==> src/rtl/core/script_token_lexer_top_macros.svh <==
// Assertion macros shared by the lexer RTL.
`ifndef SCRIPT_TOKEN_LEXER_TOP_MACROS_SVH
`define SCRIPT_TOKEN_LEXER_TOP_MACROS_SVH

// prop must hold at every clock edge outside reset
`define STL_ASSERT(label, prop, msg) \
	label: assert property (@(posedge clk) disable iff (!arst_n) (prop)) else $error(msg);

// cond must never be seen outside reset
`define STL_NEVER(label, cond, msg) \
	label: assert property (@(posedge clk) disable iff (!arst_n) !(cond)) else $error(msg);

`endif

==> src/rtl/core/stl_pkg.sv <==
// Shared types and constants of the script token lexer.
package stl_pkg;

	localparam int VALUE_WIDTH_DEF = 32;
	localparam int LINE_WIDTH_DEF  = 32;
	localparam int OUT_FIELD_W     = 32;
	localparam int MID_DEPTH       = 2;
	localparam int OUT_DEPTH       = 2;

	localparam logic [3:0] K_NUMBER = 4'd0;
	localparam logic [3:0] K_STRING = 4'd1;
	localparam logic [3:0] K_ID     = 4'd2;
	localparam logic [3:0] K_EQUAL  = 4'd3;
	localparam logic [3:0] K_COLON  = 4'd4;
	localparam logic [3:0] K_SEMI   = 4'd5;
	localparam logic [3:0] K_LBRACE = 4'd6;
	localparam logic [3:0] K_RBRACE = 4'd7;
	localparam logic [3:0] K_LPAREN = 4'd8;
	localparam logic [3:0] K_RPAREN = 4'd9;
	localparam logic [3:0] K_DOT    = 4'd10;
	localparam logic [3:0] K_EOF    = 4'd11;
	localparam logic [3:0] K_ERROR  = 4'd12;

	typedef enum logic [3:0] {
		CC_OTHER  = 4'd0,
		CC_NL     = 4'd1,
		CC_WS     = 4'd2,
		CC_PUNCT  = 4'd3,
		CC_DOT    = 4'd4,
		CC_SLASH  = 4'd5,
		CC_STAR   = 4'd6,
		CC_QUOTE  = 4'd7,
		CC_MINUS  = 4'd8,
		CC_DIGIT  = 4'd9,
		CC_HEXLET = 4'd10,
		CC_X      = 4'd11,
		CC_ALPHA  = 4'd12
	} cclass_t;

	typedef struct packed {
		logic [7:0] in_byte;
		logic       end_of_input;
	} item_t;

	// classified character as it travels from front to back
	typedef struct packed {
		logic       eoi;
		logic [7:0] ch;
		cclass_t    cls;
		logic [3:0] punct_kind;
		logic [3:0] digit;
	} citem_t;

	typedef struct packed {
		logic [3:0]             token_kind;
		logic [7:0]             text_byte;
		logic                   text_valid;
		logic                   token_done;
		logic [OUT_FIELD_W-1:0] hex_value;
		logic                   hex_valid;
		logic [OUT_FIELD_W-1:0] line_number;
		logic                   last_of_item;
	} result_t;

endpackage

==> src/rtl/core/script_token_lexer_top.sv <==
// Script token lexer top level: classifier front, queue, lexer back, result queue.
//
// Input channel: present a character (or the end-of-input mark) on item and raise
// push; the word is taken at a clock edge where push is high and full is low.
// Result channel: while empty is low the oldest result word sits on result; it is
// taken at a clock edge where pop is high and empty is low.
// Each character gives zero, one or two result words; last_of_item marks the final
// word that a character caused. Token text comes one byte per word, closed by a
// word with token_done set.
// Path: a character is registered in the middle queue, the lexer back end handles it
// combinationally, and its result words are registered in the result queue for popping.
// Throughput: one character per cycle when it gives at most one word and the result
// queue is not full; a character that gives two words holds the lexer until its second
// word, kept in pend, is pushed, since the result queue takes one word per cycle.
// When the receiver stops popping, the result queue fills, the lexer holds, the
// middle queue fills and full rises; nothing is lost.
// Reset (arst_n low) empties both queues, returns the lexer to between-token state
// and clears the line count.
module script_token_lexer_top import stl_pkg::*; #(
	parameter int VALUE_WIDTH = VALUE_WIDTH_DEF,
	parameter int LINE_WIDTH  = LINE_WIDTH_DEF
) (
	input  logic    clk,
	input  logic    arst_n,
	input  logic    push,
	input  item_t   item,
	output logic    full,
	input  logic    pop,
	output result_t result,
	output logic    empty
);

	citem_t  front_item;
	citem_t  mid_item;
	logic    mid_empty;
	logic    mid_pop;
	logic    out_full;
	logic    out_push;
	result_t out_data;

	stl_front u_front (
		.item  (item),
		.citem (front_item)
	);

	stl_fifo #(
		.WIDTH ($bits(citem_t)),
		.DEPTH (MID_DEPTH)
	) u_mid_q (
		.clk    (clk),
		.arst_n (arst_n),
		.push   (push),
		.wdata  (front_item),
		.full   (full),
		.pop    (mid_pop),
		.rdata  (mid_item),
		.empty  (mid_empty)
	);

	stl_back #(
		.VALUE_WIDTH (VALUE_WIDTH),
		.LINE_WIDTH  (LINE_WIDTH)
	) u_back (
		.clk       (clk),
		.arst_n    (arst_n),
		.mid_valid (!mid_empty),
		.mid_item  (mid_item),
		.mid_pop   (mid_pop),
		.out_full  (out_full),
		.out_push  (out_push),
		.out_data  (out_data)
	);

	stl_fifo #(
		.WIDTH ($bits(result_t)),
		.DEPTH (OUT_DEPTH)
	) u_out_q (
		.clk    (clk),
		.arst_n (arst_n),
		.push   (out_push),
		.wdata  (out_data),
		.full   (out_full),
		.pop    (pop),
		.rdata  (result),
		.empty  (empty)
	);

endmodule

==> src/rtl/core/stl_fifo.sv <==
// Small register queue used between lexer stages and on the result side.
module stl_fifo #(
	parameter int WIDTH = 8,
	parameter int DEPTH = 2
) (
	input  logic             clk,
	input  logic             arst_n,
	input  logic             push,
	input  logic [WIDTH-1:0] wdata,
	output logic             full,
	input  logic             pop,
	output logic [WIDTH-1:0] rdata,
	output logic             empty
);

`include "script_token_lexer_top_macros.svh"

	localparam int AW = (DEPTH > 1) ? $clog2(DEPTH) : 1;
	localparam int CW = $clog2(DEPTH + 1);

	logic [WIDTH-1:0] mem_q [DEPTH];
	logic [AW-1:0]    wr_ptr_q;
	logic [AW-1:0]    rd_ptr_q;
	logic [CW-1:0]    count_q;
	logic             do_push;
	logic             do_pop;

	assign full    = (count_q == CW'(DEPTH));
	assign empty   = (count_q == '0);
	assign do_push = push && !full;
	assign do_pop  = pop && !empty;
	assign rdata   = mem_q[rd_ptr_q];

	always_ff @(posedge clk) begin
		if (do_push) begin
			mem_q[wr_ptr_q] <= wdata;
		end
	end

	always_ff @(posedge clk or negedge arst_n) begin
		if (!arst_n) begin
			wr_ptr_q <= '0;
			rd_ptr_q <= '0;
			count_q  <= '0;
		end else begin
			if (do_push) begin
				wr_ptr_q <= (wr_ptr_q == AW'(DEPTH - 1)) ? '0 : wr_ptr_q + 1'b1;
			end
			if (do_pop) begin
				rd_ptr_q <= (rd_ptr_q == AW'(DEPTH - 1)) ? '0 : rd_ptr_q + 1'b1;
			end
			case ({do_push, do_pop})
				2'b10: begin
					count_q <= count_q + 1'b1;
				end
				2'b01: begin
					count_q <= count_q - 1'b1;
				end
				default: begin
					count_q <= count_q;
				end
			endcase
		end
	end

	`STL_NEVER(a_count_bound, count_q > CW'(DEPTH), "queue count above depth")
	`STL_NEVER(a_full_empty, full && empty, "queue full and empty at once")
	`STL_ASSERT(a_pop_frees, (do_pop && !do_push) |=> !full, "pop did not free an entry")

endmodule

==> src/rtl/core/stl_front.sv <==
// Front stage: sorts each incoming character into a lexical class.
module stl_front import stl_pkg::*; (
	input  item_t  item,
	output citem_t citem
);

	localparam logic [7:0] CH_NL     = 8'h0A;
	localparam logic [7:0] CH_TAB    = 8'h09;
	localparam logic [7:0] CH_CR     = 8'h0D;
	localparam logic [7:0] CH_SPACE  = 8'h20;
	localparam logic [7:0] CH_EQUAL  = 8'h3D;
	localparam logic [7:0] CH_COLON  = 8'h3A;
	localparam logic [7:0] CH_SEMI   = 8'h3B;
	localparam logic [7:0] CH_LBRACE = 8'h7B;
	localparam logic [7:0] CH_RBRACE = 8'h7D;
	localparam logic [7:0] CH_LPAREN = 8'h28;
	localparam logic [7:0] CH_RPAREN = 8'h29;
	localparam logic [7:0] CH_DOT    = 8'h2E;
	localparam logic [7:0] CH_SLASH  = 8'h2F;
	localparam logic [7:0] CH_STAR   = 8'h2A;
	localparam logic [7:0] CH_QUOTE  = 8'h22;
	localparam logic [7:0] CH_MINUS  = 8'h2D;
	localparam logic [7:0] CH_UNDER  = 8'h5F;
	localparam logic [7:0] CH_X_LO   = 8'h78;
	localparam logic [7:0] CH_X_UP   = 8'h58;

	logic [7:0] c;
	logic       is_dig;
	logic       is_hexlet;
	logic       is_alpha;

	assign c         = item.in_byte;
	assign is_dig    = (c >= 8'h30) && (c <= 8'h39);
	assign is_hexlet = ((c >= 8'h61) && (c <= 8'h66)) || ((c >= 8'h41) && (c <= 8'h46));
	assign is_alpha  = ((c >= 8'h61) && (c <= 8'h7A)) || ((c >= 8'h41) && (c <= 8'h5A))
		|| (c == CH_UNDER);

	always_comb begin
		citem.eoi        = item.end_of_input;
		citem.ch         = c;
		citem.punct_kind = K_NUMBER;
		// letters a-f/A-F have low nibble 1..6
		citem.digit      = is_dig ? c[3:0] : c[3:0] + 4'd9;
		citem.cls        = CC_OTHER;
		case (c)
			CH_NL: begin
				citem.cls = CC_NL;
			end
			CH_TAB, CH_CR, CH_SPACE: begin
				citem.cls = CC_WS;
			end
			CH_EQUAL: begin
				citem.cls        = CC_PUNCT;
				citem.punct_kind = K_EQUAL;
			end
			CH_COLON: begin
				citem.cls        = CC_PUNCT;
				citem.punct_kind = K_COLON;
			end
			CH_SEMI: begin
				citem.cls        = CC_PUNCT;
				citem.punct_kind = K_SEMI;
			end
			CH_LBRACE: begin
				citem.cls        = CC_PUNCT;
				citem.punct_kind = K_LBRACE;
			end
			CH_RBRACE: begin
				citem.cls        = CC_PUNCT;
				citem.punct_kind = K_RBRACE;
			end
			CH_LPAREN: begin
				citem.cls        = CC_PUNCT;
				citem.punct_kind = K_LPAREN;
			end
			CH_RPAREN: begin
				citem.cls        = CC_PUNCT;
				citem.punct_kind = K_RPAREN;
			end
			CH_DOT: begin
				citem.cls        = CC_DOT;
				citem.punct_kind = K_DOT;
			end
			CH_SLASH: begin
				citem.cls = CC_SLASH;
			end
			CH_STAR: begin
				citem.cls = CC_STAR;
			end
			CH_QUOTE: begin
				citem.cls = CC_QUOTE;
			end
			CH_MINUS: begin
				citem.cls = CC_MINUS;
			end
			CH_X_LO, CH_X_UP: begin
				citem.cls = CC_X;
			end
			default: begin
				if (is_dig) begin
					citem.cls = CC_DIGIT;
				end else if (is_hexlet) begin
					citem.cls = CC_HEXLET;
				end else if (is_alpha) begin
					citem.cls = CC_ALPHA;
				end else begin
					citem.cls = CC_OTHER;
				end
			end
		endcase
	end

endmodule

==> src/rtl/core/stl_back.sv <==
// Back stage: lexer state machine, hex conversion, line count and result issue.
module stl_back import stl_pkg::*; #(
	parameter int VALUE_WIDTH = VALUE_WIDTH_DEF,
	parameter int LINE_WIDTH  = LINE_WIDTH_DEF
) (
	input  logic    clk,
	input  logic    arst_n,
	input  logic    mid_valid,
	input  citem_t  mid_item,
	output logic    mid_pop,
	input  logic    out_full,
	output logic    out_push,
	output result_t out_data
);

`include "script_token_lexer_top_macros.svh"

	localparam int VW  = VALUE_WIDTH;
	localparam int HW  = (VW > OUT_FIELD_W) ? VW : OUT_FIELD_W;
	localparam int LHW = (LINE_WIDTH > OUT_FIELD_W) ? LINE_WIDTH : OUT_FIELD_W;

	typedef enum logic [8:0] {
		M_IDLE     = 9'b000000001,
		M_SLASH    = 9'b000000010,
		M_LCOM     = 9'b000000100,
		M_BCOM     = 9'b000001000,
		M_BSTAR    = 9'b000010000,
		M_STR      = 9'b000100000,
		M_NUMFIRST = 9'b001000000,
		M_NUM      = 9'b010000000,
		M_ID       = 9'b100000000
	} mode_t;

	typedef struct packed {
		logic       emit;
		logic [3:0] kind;
		logic [7:0] text;
		logic       tv;
		logic       done;
		mode_t      mode;
		logic       bump;
		logic       num_start;
		logic       neg;
	} idle_t;

	// what a character does between tokens; also used when a character is taken again
	function automatic idle_t idle_step(input citem_t it);
		idle_t o;
		o      = idle_t'('0);
		o.mode = M_IDLE;
		if (it.eoi) begin
			o.emit = 1'b1;
			o.kind = K_EOF;
			o.done = 1'b1;
		end else begin
			case (it.cls)
				CC_NL: begin
					o.bump = 1'b1;
				end
				CC_PUNCT, CC_DOT: begin
					o.emit = 1'b1;
					o.kind = it.punct_kind;
					o.text = it.ch;
					o.tv   = 1'b1;
					o.done = 1'b1;
				end
				CC_SLASH: begin
					o.mode = M_SLASH;
				end
				CC_QUOTE: begin
					o.mode = M_STR;
				end
				CC_MINUS, CC_DIGIT: begin
					o.emit      = 1'b1;
					o.kind      = K_NUMBER;
					o.text      = it.ch;
					o.tv        = 1'b1;
					o.num_start = 1'b1;
					o.neg       = (it.cls == CC_MINUS);
					o.mode      = M_NUMFIRST;
				end
				CC_HEXLET, CC_X, CC_ALPHA: begin
					o.emit = 1'b1;
					o.kind = K_ID;
					o.text = it.ch;
					o.tv   = 1'b1;
					o.mode = M_ID;
				end
				default: begin
					o.emit = 1'b0;
				end
			endcase
		end
		return o;
	endfunction

	mode_t                 mode_q, mode_n;
	logic                  seen_q, seen_n;
	logic                  hex_q, hex_n;
	logic                  any_q, any_n;
	logic                  neg_q, neg_n;
	logic [VW-1:0]         acc_q, acc_n;
	logic [LINE_WIDTH-1:0] line_q;
	logic                  pend_q;
	result_t               pend_data_q;

	idle_t                 idle;
	citem_t                it;
	logic                  e;
	logic                  take;
	logic                  r0v, r1v, reproc, do_num, fin, clr, bump;
	logic [3:0]            r0_kind;
	logic [7:0]            r0_text;
	logic                  r0_tv, r0_done, r0_hv;
	logic [OUT_FIELD_W-1:0] r0_hex;
	logic [VW-1:0]         half, limit, cap, acc_sat, hex_val;
	logic [VW+3:0]         acc_next;
	logic [HW-1:0]         hex_wide;
	logic [LHW-1:0]        line_wide;
	result_t               res0, res1, first;

	assign it   = mid_item;
	assign e    = it.eoi;
	assign idle = idle_step(it);

	// hex magnitude saturates one above the limit so overflow is sticky
	assign half     = {1'b1, {(VW - 1){1'b0}}};
	assign limit    = neg_q ? half : half - 1'b1;
	assign cap      = limit + 1'b1;
	assign acc_next = ({4'b0, acc_q} << 4) | (VW + 4)'(it.digit);
	assign acc_sat  = (acc_next > (VW + 4)'(cap)) ? cap : acc_next[VW-1:0];
	assign hex_val  = neg_q ? ('0 - acc_q) : acc_q;
	assign hex_wide = HW'(hex_val);

	always_comb begin
		r0v     = 1'b0;
		r0_kind = K_NUMBER;
		r0_text = '0;
		r0_tv   = 1'b0;
		r0_done = 1'b0;
		r0_hex  = '0;
		r0_hv   = 1'b0;
		reproc  = 1'b0;
		do_num  = 1'b0;
		fin     = 1'b0;
		clr     = 1'b0;
		bump    = 1'b0;
		mode_n  = mode_q;
		seen_n  = seen_q;
		hex_n   = hex_q;
		any_n   = any_q;
		neg_n   = neg_q;
		acc_n   = acc_q;
		case (mode_q)
			M_IDLE: begin
				r0v     = idle.emit;
				r0_kind = idle.kind;
				r0_text = idle.text;
				r0_tv   = idle.tv;
				r0_done = idle.done;
				mode_n  = idle.mode;
				bump    = idle.bump;
			end
			M_SLASH: begin
				if (!e && it.cls == CC_SLASH) begin
					mode_n = M_LCOM;
				end else if (!e && it.cls == CC_STAR) begin
					mode_n = M_BCOM;
				end else begin
					r0v     = 1'b1;
					r0_kind = K_ERROR;
					r0_done = 1'b1;
					mode_n  = M_IDLE;
					reproc  = 1'b1;
				end
			end
			M_LCOM: begin
				if (e) begin
					mode_n = M_IDLE;
					reproc = 1'b1;
				end else if (it.cls == CC_NL) begin
					bump   = 1'b1;
					mode_n = M_IDLE;
				end
			end
			M_BCOM, M_BSTAR: begin
				if (e) begin
					mode_n = M_IDLE;
					reproc = 1'b1;
				end else if (it.cls == CC_STAR) begin
					mode_n = M_BSTAR;
				end else if (it.cls == CC_SLASH && mode_q == M_BSTAR) begin
					mode_n = M_IDLE;
				end else begin
					mode_n = M_BCOM;
					bump   = (it.cls == CC_NL);
				end
			end
			M_STR: begin
				if (e) begin
					r0v     = 1'b1;
					r0_kind = K_ERROR;
					r0_done = 1'b1;
					mode_n  = M_IDLE;
					reproc  = 1'b1;
				end else if (it.cls == CC_QUOTE) begin
					r0v     = 1'b1;
					r0_kind = K_STRING;
					r0_done = 1'b1;
					mode_n  = M_IDLE;
				end else begin
					r0v     = 1'b1;
					r0_kind = K_STRING;
					r0_text = it.ch;
					r0_tv   = 1'b1;
				end
			end
			M_NUMFIRST: begin
				if (!e && it.cls == CC_X) begin
					hex_n   = 1'b1;
					r0v     = 1'b1;
					r0_kind = K_NUMBER;
					r0_text = it.ch;
					r0_tv   = 1'b1;
					mode_n  = M_NUM;
				end else begin
					do_num = 1'b1;
				end
			end
			M_NUM: begin
				do_num = 1'b1;
			end
			M_ID: begin
				if (!e && (it.cls == CC_DIGIT || it.cls == CC_HEXLET || it.cls == CC_X
					|| it.cls == CC_ALPHA || it.cls == CC_MINUS)) begin
					r0v     = 1'b1;
					r0_kind = K_ID;
					r0_text = it.ch;
					r0_tv   = 1'b1;
				end else begin
					r0v     = 1'b1;
					r0_kind = K_ID;
					r0_done = 1'b1;
					mode_n  = M_IDLE;
					reproc  = 1'b1;
				end
			end
			default: begin
				mode_n = M_IDLE;
				reproc = 1'b1;
			end
		endcase

		if (do_num) begin
			mode_n = M_NUM;
			if (e) begin
				fin    = 1'b1;
				reproc = 1'b1;
			end else if (it.cls == CC_DOT) begin
				if (seen_q || hex_q) begin
					// bad dot is swallowed with the error
					r0v     = 1'b1;
					r0_kind = K_ERROR;
					r0_done = 1'b1;
					clr     = 1'b1;
				end else begin
					seen_n  = 1'b1;
					r0v     = 1'b1;
					r0_kind = K_NUMBER;
					r0_text = it.ch;
					r0_tv   = 1'b1;
				end
			end else if (it.cls == CC_DIGIT || (hex_q && it.cls == CC_HEXLET)) begin
				if (hex_q) begin
					acc_n = acc_sat;
					any_n = 1'b1;
				end
				r0v     = 1'b1;
				r0_kind = K_NUMBER;
				r0_text = it.ch;
				r0_tv   = 1'b1;
			end else begin
				fin    = 1'b1;
				reproc = 1'b1;
			end
		end

		if (fin) begin
			r0v     = 1'b1;
			r0_done = 1'b1;
			if (hex_q && (!any_q || acc_q > limit)) begin
				r0_kind = K_ERROR;
			end else if (hex_q) begin
				r0_kind = K_NUMBER;
				r0_hex  = hex_wide[OUT_FIELD_W-1:0];
				r0_hv   = 1'b1;
			end else begin
				r0_kind = K_NUMBER;
			end
			clr = 1'b1;
		end

		if (clr) begin
			seen_n = 1'b0;
			hex_n  = 1'b0;
			any_n  = 1'b0;
			neg_n  = 1'b0;
			acc_n  = '0;
			mode_n = M_IDLE;
		end

		r1v = 1'b0;
		if (reproc) begin
			r1v    = idle.emit;
			mode_n = idle.mode;
			bump   = bump | idle.bump;
		end

		if ((mode_q == M_IDLE || reproc) && idle.num_start) begin
			seen_n = 1'b0;
			hex_n  = 1'b0;
			any_n  = 1'b0;
			acc_n  = '0;
			neg_n  = idle.neg;
		end
	end

	assign line_wide = LHW'(line_q);

	always_comb begin
		res0.token_kind   = r0_kind;
		res0.text_byte    = r0_text;
		res0.text_valid   = r0_tv;
		res0.token_done   = r0_done;
		res0.hex_value    = r0_hex;
		res0.hex_valid    = r0_hv;
		res0.line_number  = line_wide[OUT_FIELD_W-1:0];
		res0.last_of_item = !r1v;
		res1.token_kind   = idle.kind;
		res1.text_byte    = idle.text;
		res1.text_valid   = idle.tv;
		res1.token_done   = idle.done;
		res1.hex_value    = '0;
		res1.hex_valid    = 1'b0;
		res1.line_number  = line_wide[OUT_FIELD_W-1:0];
		res1.last_of_item = 1'b1;
		first             = r0v ? res0 : res1;
	end

	// a second word of the same item waits in pend until the result queue has room
	assign take     = mid_valid && !pend_q && !out_full;
	assign mid_pop  = take;
	assign out_push = (pend_q && !out_full) || (take && (r0v || r1v));
	assign out_data = pend_q ? pend_data_q : first;

	always_ff @(posedge clk) begin
		if (take && r0v && r1v) begin
			pend_data_q <= res1;
		end
	end

	always_ff @(posedge clk or negedge arst_n) begin
		if (!arst_n) begin
			mode_q <= M_IDLE;
			seen_q <= 1'b0;
			hex_q  <= 1'b0;
			any_q  <= 1'b0;
			neg_q  <= 1'b0;
			acc_q  <= '0;
			line_q <= '0;
			pend_q <= 1'b0;
		end else begin
			if (take) begin
				mode_q <= mode_n;
				seen_q <= seen_n;
				hex_q  <= hex_n;
				any_q  <= any_n;
				neg_q  <= neg_n;
				acc_q  <= acc_n;
				if (bump) begin
					line_q <= line_q + 1'b1;
				end
				pend_q <= r0v && r1v;
			end else if (pend_q && !out_full) begin
				pend_q <= 1'b0;
			end
		end
	end

	`STL_ASSERT(a_pend_blocks, pend_q |-> !take, "new character taken while a word is pending")
	`STL_ASSERT(a_pend_drain, (pend_q && !out_full) |=> !pend_q, "pending word not drained")
	`STL_ASSERT(a_push_room, out_push |-> !out_full, "result pushed into a full queue")
	`STL_ASSERT(a_hex_sat, hex_q |-> (acc_q <= cap), "hex magnitude above saturation")

endmodule
==> config.mk <==
export PLATFORM = sky130hd
export DESIGN_NAME = script_token_lexer_top
export DESIGN_NICKNAME = d
export VERILOG_FILES = /design/src/rtl/core/stl_pkg.sv /design/src/rtl/core/script_token_lexer_top.sv /design/src/rtl/core/stl_fifo.sv /design/src/rtl/core/stl_front.sv /design/src/rtl/core/stl_back.sv
export VERILOG_INCLUDE_DIRS = /design/src /design/src/rtl/core
export SDC_FILE = /design/constraint.sdc
export NUM_CORES = 1
export LEC_CHECK = 0
export BUFFER_PORTS_ARGS = -buffer_cell sky130_fd_sc_hd__buf_2
export CAP_MARGIN = 20
export CORE_AREA = 2 2 190 192
export DETAILED_ROUTE_END_ITERATION = 8
export DIE_AREA = 0 0 192 194
export MAX_ROUTING_LAYER = met4
export SYNTH_ARGS = -nofsm -noshare
export SYNTH_HDL_FRONTEND = slang
export SYNTH_SLANG_ARGS = --single-unit
export TNS_END_PERCENT = 50
==> constraint.sdc <==
create_clock -name clk -period 17.2 [get_ports clk]
set_input_delay 4.3 -clock clk [delete_from_list [all_inputs] [get_ports clk]]
set_output_delay 4.3 -clock clk [all_outputs]
set_load 0.05 [all_outputs]
==> results of run 1 <==
-- cells in the mapped netlist, drive strengths merged, types with 3 or more instances --
cell / instances / area share (%)
a221oi: 3 / 0.27
o41ai: 5 / 0.27
o31ai: 16 / 0.75
nor2b: 13 / 0.51
a32o: 3 / 0.19
buf: 21 / 0.84
nor3b: 4 / 0.25
nand2: 63 / 1.5
mux2: 120 / 8.4
mux2i: 23 / 1.5
inv: 21 / 0.49
a211oi: 6 / 0.34
nor4b: 4 / 0.39
xor2: 58 / 3.2
nand2b: 10 / 0.39
a21o: 9 / 0.42
or3: 12 / 0.50
edfxtp: 248 / 46
a21oi: 35 / 1.1
a22o: 34 / 1.9
and2: 6 / 0.23
or4: 7 / 0.35
dfrtp: 85 / 13
o21bai: 5 / 0.23
nand3: 29 / 0.90
nor2: 86 / 2.0
nand4b: 3 / 0.16
o211ai: 6 / 0.28
o21ai: 40 / 1.2
nor3: 30 / 1.0
nand3b: 5 / 0.23
nor4: 25 / 1.7
and3: 11 / 0.43
a31oi: 3 / 0.12
xnor2: 21 / 1.1
clkbuf: 36 / 0.84
nand4: 21 / 0.91
ha: 42 / 3.3
-- worst register-to-register path, cell delays in order (launching register included) --
cell,delay (ps)
dfrtp_1,320
buf_4,430
mux2_2,440
a21oi_1,130
a21oi_1,460
a21oi_1,270
a21oi_1,280
a221oi_4,100
nor2_4,730
buf_4,700
-- cell usage in the layout, fill, tap and decap left out, drive strengths merged, types with 3 or more instances in the layout --
cell,netlist,final
edfxtp,248,248
or3,12,12
a31oi,3,3
buf,21,112
bufinv,0,4
nor2,86,86
nor3,30,30
mux2,120,120
nand4,21,21
and2,6,6
a221oi,3,3
o41ai,5,5
nor3b,4,4
mux2i,23,23
or4,7,7
nor2b,13,13
nand3,29,29
o31ai,16,16
clkbuf,36,50
nand3b,5,5
nand2,63,63
o21ai,40,40
a21oi,35,35
inv,21,22
nand2b,10,10
a21o,9,9
nor4,25,25
xnor2,21,21
nand4b,3,3
dfrtp,85,85
clkinv,1,13
xor2,58,58
a211oi,6,6
ha,42,42
and3,11,11
o21bai,5,5
o211ai,6,6
a22o,34,34
a32o,3,3
nor4b,4,4
-- registers in the layout, summed over array words and instances (netlist names), 2 cells and up --
signal              cells
u_mid_q.count_q         2
u_back.line_q          32
u_out_q.count_q         2
u_back.acc_q           32
u_back.pend_data_q     46
u_out_q.mem_q         160
u_back.mode_q           9
u_mid_q.mem_q          42
-- final cells by class --
| type | count | area, µm² |
|---|---|---|
| Clock buffer | 50 | 1010 |
| Clock inverter | 18 | 215 |
| Fill cell | 3073 | 17000 |
| Inverter | 22 | 82.6 |
| Multi-Input combinational cell | 795 | 6120 |
| Sequential cell | 334 | 9610 |
| Tap cell | 461 | 577 |
| Timing Repair Buffer | 112 | 641 |
-- worst paths after layout --
kind / startpoint / endpoint / slack (ps) / cells past startpoint
worst min-delay path: u_back.line_q[24] / u_back.pend_data_q[25] / 450 / 0
worst max-delay path: u_out_q.rd_ptr_q / result[78] / 10300 / 3
max in group asynchronous: arst_n / u_out_q.rd_ptr_q / 12240 / 2
worst max register to register: u_mid_q.rd_ptr_q / u_out_q.mem_q[0][38] / 12900 / 9
worst min register to register: u_back.line_q[24] / u_back.pend_data_q[25] / 450 / 0
min in group asynchronous: arst_n / u_back.line_q[14] / 3620 / 1
-- per-layer routing --
layer  up-vias  track usage, %  routed length, µm
met5         -               -                  0
met4         0            5.60                816
met3        54            2.88               1490
met2       207            28.1              15200
met1      4930            26.1              15800
li1       4781               -                  -
-- metrics by stage --
step	instance area, µm²	total power (W)	utilization (%)	std cells
after floorplan	16100	0.00280	-	1208
after global placement	17000	0.00317	48.2	1722
after detailed placement	17000	0.00319	48.2	1722
after global routing	18300	0.00417	51.8	1792
final	18300	0.00395	51.8	1792
after CTS	18200	0.00399	51.7	1790
-- power breakdown --
part	switching (W)	internal, W
Combinational	0.00126	0.000475
Sequential	0.000107	0.00132
Clock	0.000314	0.000477
Total	0.00168	0.00227
-- cell families after synthesis --
kind of cell,Yosys count,share of synthesized area [%]
and+or+nand+nor,337,11.9
DFF,334,59.8
AOI/OAI and AO/OA,194,8.69
muxes,143,9.89
buffers and inverters,79,2.20
xor gates and xnor gates,79,4.31
adders and majority gates,42,3.27
==> results.sh, run 1 <==
export IMPL_status="finished, final reports clean"
export IMPL_setup_violations=0
export IMPL_rows=69
export IMPL_wire_per_inst_um=18.6
export IMPL_routed_wl_mm=33.3
export IMPL_ios=95
export IMPL_async_flop_share_pct=25.7
export IMPL_dominantRegCellSynth="edfxtp_1"
export IMPL_holdBufCountCts=0
export IMPL_syn_cell_area_um2=16100
export IMPL_ys_seq_area_share_pct=59.8
export IMPL_syn_inst=1208
export IMPL_clk_latency_ps=530
export IMPL_cts_resized=0
export IMPL_synth_seq_cells=334
export IMPL_hpwl_mm=21.8
export IMPL_tns_ps=0
export IMPL_drt_iter0_markers=722
export IMPL_clkSinkCount=334
export IMPL_cpPeakStageDelay_ps=680
export IMPL_num_antenna_cells=0
export IMPL_io_buffers=94
export IMPL_antenna_found_initial=0
export IMPL_first_pass_iters=5
export IMPL_fin_ws_ps=10300
export IMPL_leakagePower_nw=7.22
export IMPL_clk_pin_slew_ps=60
export IMPL_drt_vias_per_instance=5.56
export IMPL_area_growth_pct=13.7
export IMPL_clock_skew_ps=19.6
export IMPL_syn_nets=1263
export IMPL_cts_buffers=37
export IMPL_power_density_nw_per_um2=216
export IMPL_core_area_um2=35200
export IMPL_synth_cell_types=85
export IMPL_drc=0
export IMPL_min_period_ps=6900
export IMPL_vias=9972
export IMPL_final_nets=1357
export IMPL_cts_max_level=2
export IMPL_path_class="register to output port"
export IMPL_grt_ovfl_total=0
export IMPL_worstPathRequired_ps=12900
export IMPL_die_h_um=194
export IMPL_dp_slack_ps=10670
export IMPL_cts_setup_buffers=0
export IMPL_worstHoldPathType="register to register"
export IMPL_end_kind="output port"
export IMPL_yosysWarnings=0
export IMPL_clock_fmax_mhz=145
export IMPL_grt_util_all_layers_pct=18.6
export IMPL_slew_headroom_pct=32.8
export IMPL_slew_viol_final=0
export IMPL_drive_above_1_share_pct=24.9
export IMPL_postSynthAreaPerCell_um2=13.3
export IMPL_holdWs_ps=453
export IMPL_hold_viol=0
export IMPL_crit_arrival_ps=2600
export IMPL_globalplace_congestion=0.858
export IMPL_dieArea_um2=37200
export IMPL_ctsLongestPathBuffers=3
export IMPL_tritoncts="yes"
export IMPL_grt_pass1_vias=9910
export IMPL_path_cells="buf_4 -> mux2_2 -> buf_2"
export IMPL_drv_cap=0
export IMPL_grt_max_degree=74
export IMPL_synth_edff_count=248
export IMPL_ir_drop_mv=0.196
export IMPL_worstPathMaxFanout=54
export IMPL_slowest_stage="buf_4"
export IMPL_worst_pin_slew_ps=1010
export IMPL_path_buf_inv=2
export IMPL_ant_nets=0
export IMPL_start_util_pct=45.6
export IMPL_crit_path_start_kind="register"
export IMPL_fin_crit_sh_pct=40.1
export IMPL_root_buffer="clkbuf_16"
export IMPL_grt_pass1_wl_mm=53.9
export IMPL_die_width_um=192
export IMPL_rsz0062_at_grt="no"
export IMPL_crit_family="buffers and inverters"
Power figures use the tool's default switching activity.
==> inputs of run 2 (changes only) <==
--- a/config.mk
+++ b/config.mk
@@ -6,11 +6,12 @@
 export SDC_FILE = /design/constraint.sdc
 export NUM_CORES = 1
 export LEC_CHECK = 0
+export ABC_AREA = 1
 export BUFFER_PORTS_ARGS = -buffer_cell sky130_fd_sc_hd__buf_2
 export CAP_MARGIN = 20
-export CORE_AREA = 2 2 190 192
+export CORE_AREA = 2 2 196 198
 export DETAILED_ROUTE_END_ITERATION = 8
-export DIE_AREA = 0 0 192 194
+export DIE_AREA = 0 0 198 200
 export MAX_ROUTING_LAYER = met4
 export SYNTH_ARGS = -nofsm -noshare
 export SYNTH_HDL_FRONTEND = slang
==> constraint.sdc (replaced) <==
create_clock -name clk -period 6.69 [get_ports clk]
set_input_delay 1.6725 -clock clk [delete_from_list [all_inputs] [get_ports clk]]
set_output_delay 1.6725 -clock clk [all_outputs]
set_load 0.05 [all_outputs]
==> run 2 against run 1 <==
Sequential share of layout area decreased by 2.6 points. Sequential power rose to 2.6 times the previous value. Setup slack worse by 7700 ps. Final cell count rose by 40%. Clock-buffer cell count shrank 5. Clock power rose to 2.6 times the previous value. Critical path depth increased by 2. First-iteration DRC count up 15%. Largest cell class unchanged.
==> results.sh, run 2 <==
export IMPL_slowest_stage="inv_2"
export IMPL_largest_register="u_out_q.mem_q"
export IMPL_num_antenna_cells=0
export IMPL_multi_input_area_um2=6680
export IMPL_status="finished, final reports clean"
export IMPL_clkSinkCount=334
export IMPL_worstPathRequired_ps=5020
export IMPL_layout_common_cells="nand2_1, edfxtp_1, nor2_1, inv_1, buf_2"
export IMPL_hpwl_mm=27.2
export IMPL_tns_ps=0
export IMPL_yosysTopAreaCell="edfxtp_1"
export IMPL_holdWs_ps=485
export IMPL_ys_seq_area_share_pct=56.2
export IMPL_dpl_cell_count=2444
export IMPL_vias=12900
export IMPL_drt_vias_per_instance=5.13
export IMPL_synth_top_family_by_area="simple AND/OR/NAND/NOR gates"
export IMPL_synthTopCellsByArea="edfxtp_1, nand2_1, dfrtp_1, nor2_1, ha_1"
export IMPL_synth_compound_area_share_pct=6.09
export IMPL_area_growth_pct=12.5
export IMPL_crit_arrival_ps=2450
export IMPL_syn_inst=1900
export IMPL_rsz0062_at_grt="no"
export IMPL_dieArea_um2=39600
export IMPL_synth_most_common_cell="nand2_1"
export IMPL_grt_ovfl_total=0
export IMPL_grt_pass1_wl_mm=65.0
export IMPL_worstPathMaxFanout=36
export IMPL_power_density_nw_per_um2=534
export IMPL_synth_top_area_share_pct=43.6
export IMPL_setup_violations=0
export IMPL_synth_mux_area_fraction_pct=0.586
export IMPL_die_h_um=200
export IMPL_cts_max_level=2
export IMPL_synth_edff_count=248
export IMPL_regArea_um2=9600
export IMPL_worstHoldPathType="register to register"
export IMPL_crit_family="buffers and inverters"
export IMPL_cpPeakStageDelay_ps=520
export IMPL_globalplace_congestion=0.931
export IMPL_io_buffers=94
export IMPL_min_period_ps=4120
export IMPL_async_flop_share_pct=25.7
export IMPL_drt_iter0_markers=827
export IMPL_cts_resized=0
export IMPL_end_kind="output port"
export IMPL_core_area_um2=37400
export IMPL_clk_pin_slew_ps=60
export IMPL_slew_headroom_pct=28.2
export IMPL_ir_drop_mv=0.382
export IMPL_syn_cell_area_um2=17100
export IMPL_postSynthAreaPerCell_um2=8.99
export IMPL_fin_crit_sh_pct=61.6
export IMPL_path_buf_inv=3
export IMPL_synth_seq_cells=334
export IMPL_ctsLongestPathBuffers=3
export IMPL_synthAdderAreaFrac_pct=3.08
export IMPL_worst_pin_slew_ps=1070
export IMPL_die_width_um=198
export IMPL_grt_pass1_vias=12300
export IMPL_cts_setup_buffers=0
export IMPL_hold_viol=0
export IMPL_slew_viol_final=0
export IMPL_synth_xor_area_share_pct=2.67
export IMPL_fillers=3383
export IMPL_yosysWarnings=0
export IMPL_drive_above_1_share_pct=10.7
export IMPL_wire_per_inst_um=16.0
export IMPL_cp_common_cell="nand2_1"
export IMPL_root_buffer="clkbuf_16"
export IMPL_path_cells="inv_2 -> buf_4 -> nand2_1 -> nand2_1 -> buf_2"
export IMPL_drc=0
export IMPL_rows=71
export IMPL_synth_commonest_cells="nand2_1, edfxtp_1, nor2_1, inv_1, nand3_1"
export IMPL_finalNonFillerCells=2513
export IMPL_ant_nets=0
export IMPL_final_nets=2029
export IMPL_layout_commonest_cell="nand2_1"
export IMPL_leakagePower_nw=8.55
export IMPL_clock_fmax_mhz=243
export IMPL_ios=95
export IMPL_clk_latency_ps=540
export IMPL_cts_buffers=37
export IMPL_antenna_found_initial=0
export IMPL_dominantRegCellSynth="edfxtp_1"
export IMPL_routed_wl_mm=40.2
export IMPL_reg_top3="u_out_q.mem_q x160, u_back.pend_data_q x46, u_mid_q.mem_q x42"
export IMPL_clock_skew_ps=19.4
export IMPL_drv_cap=0
export IMPL_crit_path_start_kind="register"
export IMPL_yosys_area_share_simple_pct=26.6
export IMPL_tritoncts="yes"
export IMPL_start_util_pct=45.7
export IMPL_grt_max_degree=81
export IMPL_syn_nets=1955
export IMPL_first_pass_iters=6
export IMPL_path_class="register to output port"
export IMPL_holdBufCountCts=0
export IMPL_grt_util_all_layers_pct=21.4
export IMPL_synth_cell_types=50
export IMPL_largest_register_ffs=160
[run 2: cell types whose count changed in the layout (fill, tap and decap cells not counted), sizes merged, moves of 14 or more]
cell     previous run  this run
a22o               34         0
inv                22       129
mux2              120         0
nand2              63       720
nand3              29        94
nor2               86       184
o2111ai             2        31
o21ai              40        69
xnor2              21         7
[run 2: per-layer routing]
metal	vias up	wire length, µm	track usage [%]
li1	6505	-	-
met1	6071	19200	28.8
met2	236	18400	34.1
met3	74	1600	2.97
met4	0	1010	6.40
met5	-	0	-
[run 2: final cells by class]
cell class / instances / area share (%)
clock buffers: 45 / 5.13
flip-flops and latches: 334 / 50.0
repair buffers: 108 / 3.13
clock inverters: 22 / 1.14
well taps: 511 / 3.33
multi-input cells: 1366 / 34.8
inverters: 127 / 2.49
[run 2: worst paths after layout]
kind | cells past startpoint | slack [ps] | endpoint | start
worst max register to register | 12 | 2780 | u_out_q.mem_q[0][62] | u_back.neg_q
worst min-delay path | 0 | 480 | u_back.pend_data_q[32] | u_back.line_q[31]
max in group asynchronous | 2 | 4410 | u_back.neg_q | arst_n
worst min register to register | 0 | 480 | u_back.pend_data_q[32] | u_back.line_q[31]
worst max-delay path | 5 | 2570 | result[46] | u_out_q.rd_ptr_q
min in group asynchronous | 1 | 1130 | u_mid_q.rd_ptr_q | arst_n
[run 2: metrics by stage]
stage	worst slack [ps]	util [%]	power, W	cell area, µm²
final	2570	51.4	0.0103	19200
after global routing	2350	51.4	0.0109	19200
after CTS	2480	51.3	0.0104	19200
after detailed placement	2820	48.0	0.00833	18000
after global placement	2900	48.0	0.00828	18000
after floorplan	1160	-	0.00715	17100
[run 2: worst register-to-register path, stage by stage, from the launching register on]
cell	delay [ps]
dfrtp_2	1040
inv_1	590
ha_1	480
nand2_1	70
inv_1	50
nand3_1	80
nor2_1	180
and3_1	210
nand4_1	90
nand2_1	150
nand3_1	90
buf_4	240
nor3b_1	410
[run 2: kinds of logic (layout without fill, tap and decap cells)]
group | count (synthesis) | in the layout
muxes | 10 | 10
buffers and inverters | 200 | 302
adders and majority gates | 42 | 42
and+or+nand+nor | 1091 | 1091
AOI/OAI and AO/OA | 171 | 171
xor gates and xnor gates | 52 | 52
DFF | 334 | 334
[run 2: power breakdown]
part / internal (W) / switching [W] / leakage [nW]
Clock: 0.00118 / 0.000838 / 0.583
Combinational: 0.000940 / 0.00364 / 4.45
Sequential: 0.00338 / 0.000271 / 3.52
==> inputs of run 3 (changes only) <==
==> constraint.sdc (replaced) <==
create_clock -name clk -period 4.2 [get_ports clk]
set_input_delay 1.05 -clock clk [delete_from_list [all_inputs] [get_ports clk]]
set_output_delay 1.05 -clock clk [all_outputs]
set_load 0.05 [all_outputs]
==> run 3 against run 2 <==
Sequential cell count did not move. Combinational power rose by 64%. Via count rose by 0.85%. Sequential power rose by 58%. Setup slack got worse by 1700 ps. Routed wire length rose by 1.6%. Non-clock buffer count rose by 8. Clock power rose by 62%. Sequential share of layout area fell by 0.31 points. Cell area rose by 0.63%. Largest power group unchanged.
==> results.sh, run 3 (synthesis results as in run 2) <==
export IMPL_comb_power_share_pct=45.3
export IMPL_clock_skew_ps=17.9
export IMPL_rows=71
export IMPL_p_int_w=0.00894
export IMPL_grt_ovfl_total=0
export IMPL_tns_ps=0
export IMPL_slew_headroom_pct=33.4
export IMPL_power_density_nw_per_um2=857
export IMPL_swShare_pct=46.1
export IMPL_num_antenna_cells=0
export IMPL_dpl_cell_count=2452
export IMPL_routed_wl_mm=40.9
export IMPL_ant_nets=0
export IMPL_ir_drop_mv=0.872
export IMPL_drive_above_1_share_pct=11.1
export IMPL_total_power_w=0.0166
export IMPL_hpwl_mm=27.8
export IMPL_layout_common_cells="nand2_1, edfxtp_1, nor2_1, inv_1, buf_2"
export IMPL_path_class="register to register"
export IMPL_cpPeakStageDelay_ps=710
export IMPL_crit_family="simple AND/OR/NAND/NOR gates"
export IMPL_core_area_um2=37400
export IMPL_ios=95
export IMPL_io_buffers=94
export IMPL_drt_iter0_markers=804
export IMPL_ctsLongestPathBuffers=3
export IMPL_leakagePower_nw=8.61
export IMPL_largest_register_ffs=160
export IMPL_cts_resized=0
export IMPL_cts_max_level=2
export IMPL_slowest_stage="dfrtp_1"
export IMPL_path_buf_inv=4
export IMPL_cp_common_cell="nand2_1"
export IMPL_crit_path_start_kind="register"
export IMPL_cts_buffers=37
export IMPL_worstPathMaxFanout=18
export IMPL_drv_cap=0
export IMPL_grt_pass1_wl_mm=66.7
export IMPL_drt_vias_per_instance=5.16
export IMPL_fin_crit_sh_pct=78.5
export IMPL_worst_pin_slew_ps=997
export IMPL_vias=13000
export IMPL_antenna_found_initial=0
export IMPL_p_sw_w=0.00763
export IMPL_power_frac_clock_pct=19.8
export IMPL_hold_viol=0
export IMPL_start_util_pct=45.7
export IMPL_clk_latency_ps=560
export IMPL_min_period_ps=3300
export IMPL_place_area_um2=18100
export IMPL_die_width_um=198
export IMPL_final_nets=2037
export IMPL_cts_setup_buffers=0
export IMPL_setup_violations=0
export IMPL_finalNonFillerCells=2521
export IMPL_status="finished, final reports clean"
export IMPL_reg_top3="u_out_q.mem_q x160, u_back.pend_data_q x46, u_mid_q.mem_q x42"
export IMPL_dieArea_um2=39600
export IMPL_crit_arrival_ps=3730
export IMPL_end_kind="register"
export IMPL_clock_fmax_mhz=303
export IMPL_p_seq_share_pct=34.9
export IMPL_worstHoldPathType="register to register"
export IMPL_tritoncts="yes"
export IMPL_root_buffer="clkbuf_16"
export IMPL_grt_pass1_vias=12600
export IMPL_layout_commonest_cell="nand2_1"
export IMPL_clk_pin_slew_ps=60
export IMPL_worstPathRequired_ps=4630
export IMPL_rsz0062_at_grt="no"
export IMPL_globalplace_congestion=0.901
export IMPL_clkSinkCount=334
export IMPL_holdBufCountCts=0
export IMPL_drc=0
export IMPL_stdcell_area_um2=19300
export IMPL_largest_register="u_out_q.mem_q"
export IMPL_grt_util_all_layers_pct=22.0
export IMPL_slew_viol_final=0
export IMPL_first_pass_iters=6
export IMPL_die_h_um=200
export IMPL_grt_max_degree=81
export IMPL_path_cells="inv_2 -> nand2_1 -> nand2_2 -> nor2_1 -> inv_1 -> o21ai_1 -> nand2_1 -> nand2_1 -> nand3_2 -> inv_1 -> nand2_1 -> nand2_1 -> nand2_1 -> inv_1 -> ha_1 -> a21oi_1 -> o21ai_0 -> xor2_1"
export IMPL_wire_per_inst_um=16.2
export IMPL_area_growth_pct=13.2
[run 3: changes by cell type in the layout (fill, tap and decap cells not counted), sizes merged]
cell / delta
clkbuf: +8
inv: -1
buf: +8
clkinv: -7
[run 3: final timing paths]
kind / slack (ps) / cells past startpoint / end / start
setup / recovery: 900 / 18 / u_out_q.count_q[1] / u_mid_q.rd_ptr_q
hold / removal: 480 / 0 / u_back.pend_data_q[32] / u_back.line_q[31]
setup reg to reg: 900 / 18 / u_out_q.count_q[1] / u_mid_q.rd_ptr_q
hold reg to reg: 480 / 0 / u_back.pend_data_q[32] / u_back.line_q[31]
max in group asynchronous: 2860 / 2 / u_back.line_q[29] / arst_n
min in group asynchronous: 580 / 1 / u_mid_q.count_q[0] / arst_n
[run 3: area by class of cell]
class                           instances  area, µm²
Clock inverter                         14        181
Fill cell                            3464      18100
Timing Repair Buffer                  116        678
Tap cell                              511        639
Clock buffer                           53       1070
Inverter                              127        478
Multi-Input combinational cell       1366       6680
Sequential cell                       334       9600
[run 3: power groups by stage]
stage                     clock [W]  sequential (W)  combinational [W]
after detailed placement          0         0.00584            0.00757
after CTS                   0.00338         0.00579            0.00759
after global routing        0.00350         0.00591            0.00823
after global placement            0         0.00581            0.00750
after floorplan                   0         0.00581            0.00555
final                       0.00328         0.00578            0.00751
[run 3: metrics by stage]
step                      util, %  hold WS, ps  worst slack (ps)
after floorplan                 -          447              50.9
after global placement       48.3          460              1010
after detailed placement     48.3          462               899
after CTS                    51.6          477               843
after global routing         51.7          494               496
final                        51.7          480               903
[run 3: routing by layer]
metal | vias up | GRT usage, % | wire, µm
met2 | 268 | 35.2 | 19000
met3 | 63 | 3.31 | 1750
li1 | 6520 | - | -
met5 | - | - | 0
met4 | 0 | 6.27 | 922
met1 | 6145 | 29.5 | 19200
[run 3: worst reg2reg max path, cell delays in order (launching register included)]
cell and delay (ps):
dfrtp_1 710, inv_2 230, nand2_1 120, nand2_2 100
nor2_1 220, inv_1 90, o21ai_1 200, nand2_1 140
nand2_1 100, nand3_2 130, inv_1 170, nand2_1 70
nand2_1 70, nand2_1 70, inv_1 120, ha_1 270
a21oi_1 110, o21ai_0 110, xor2_1 150
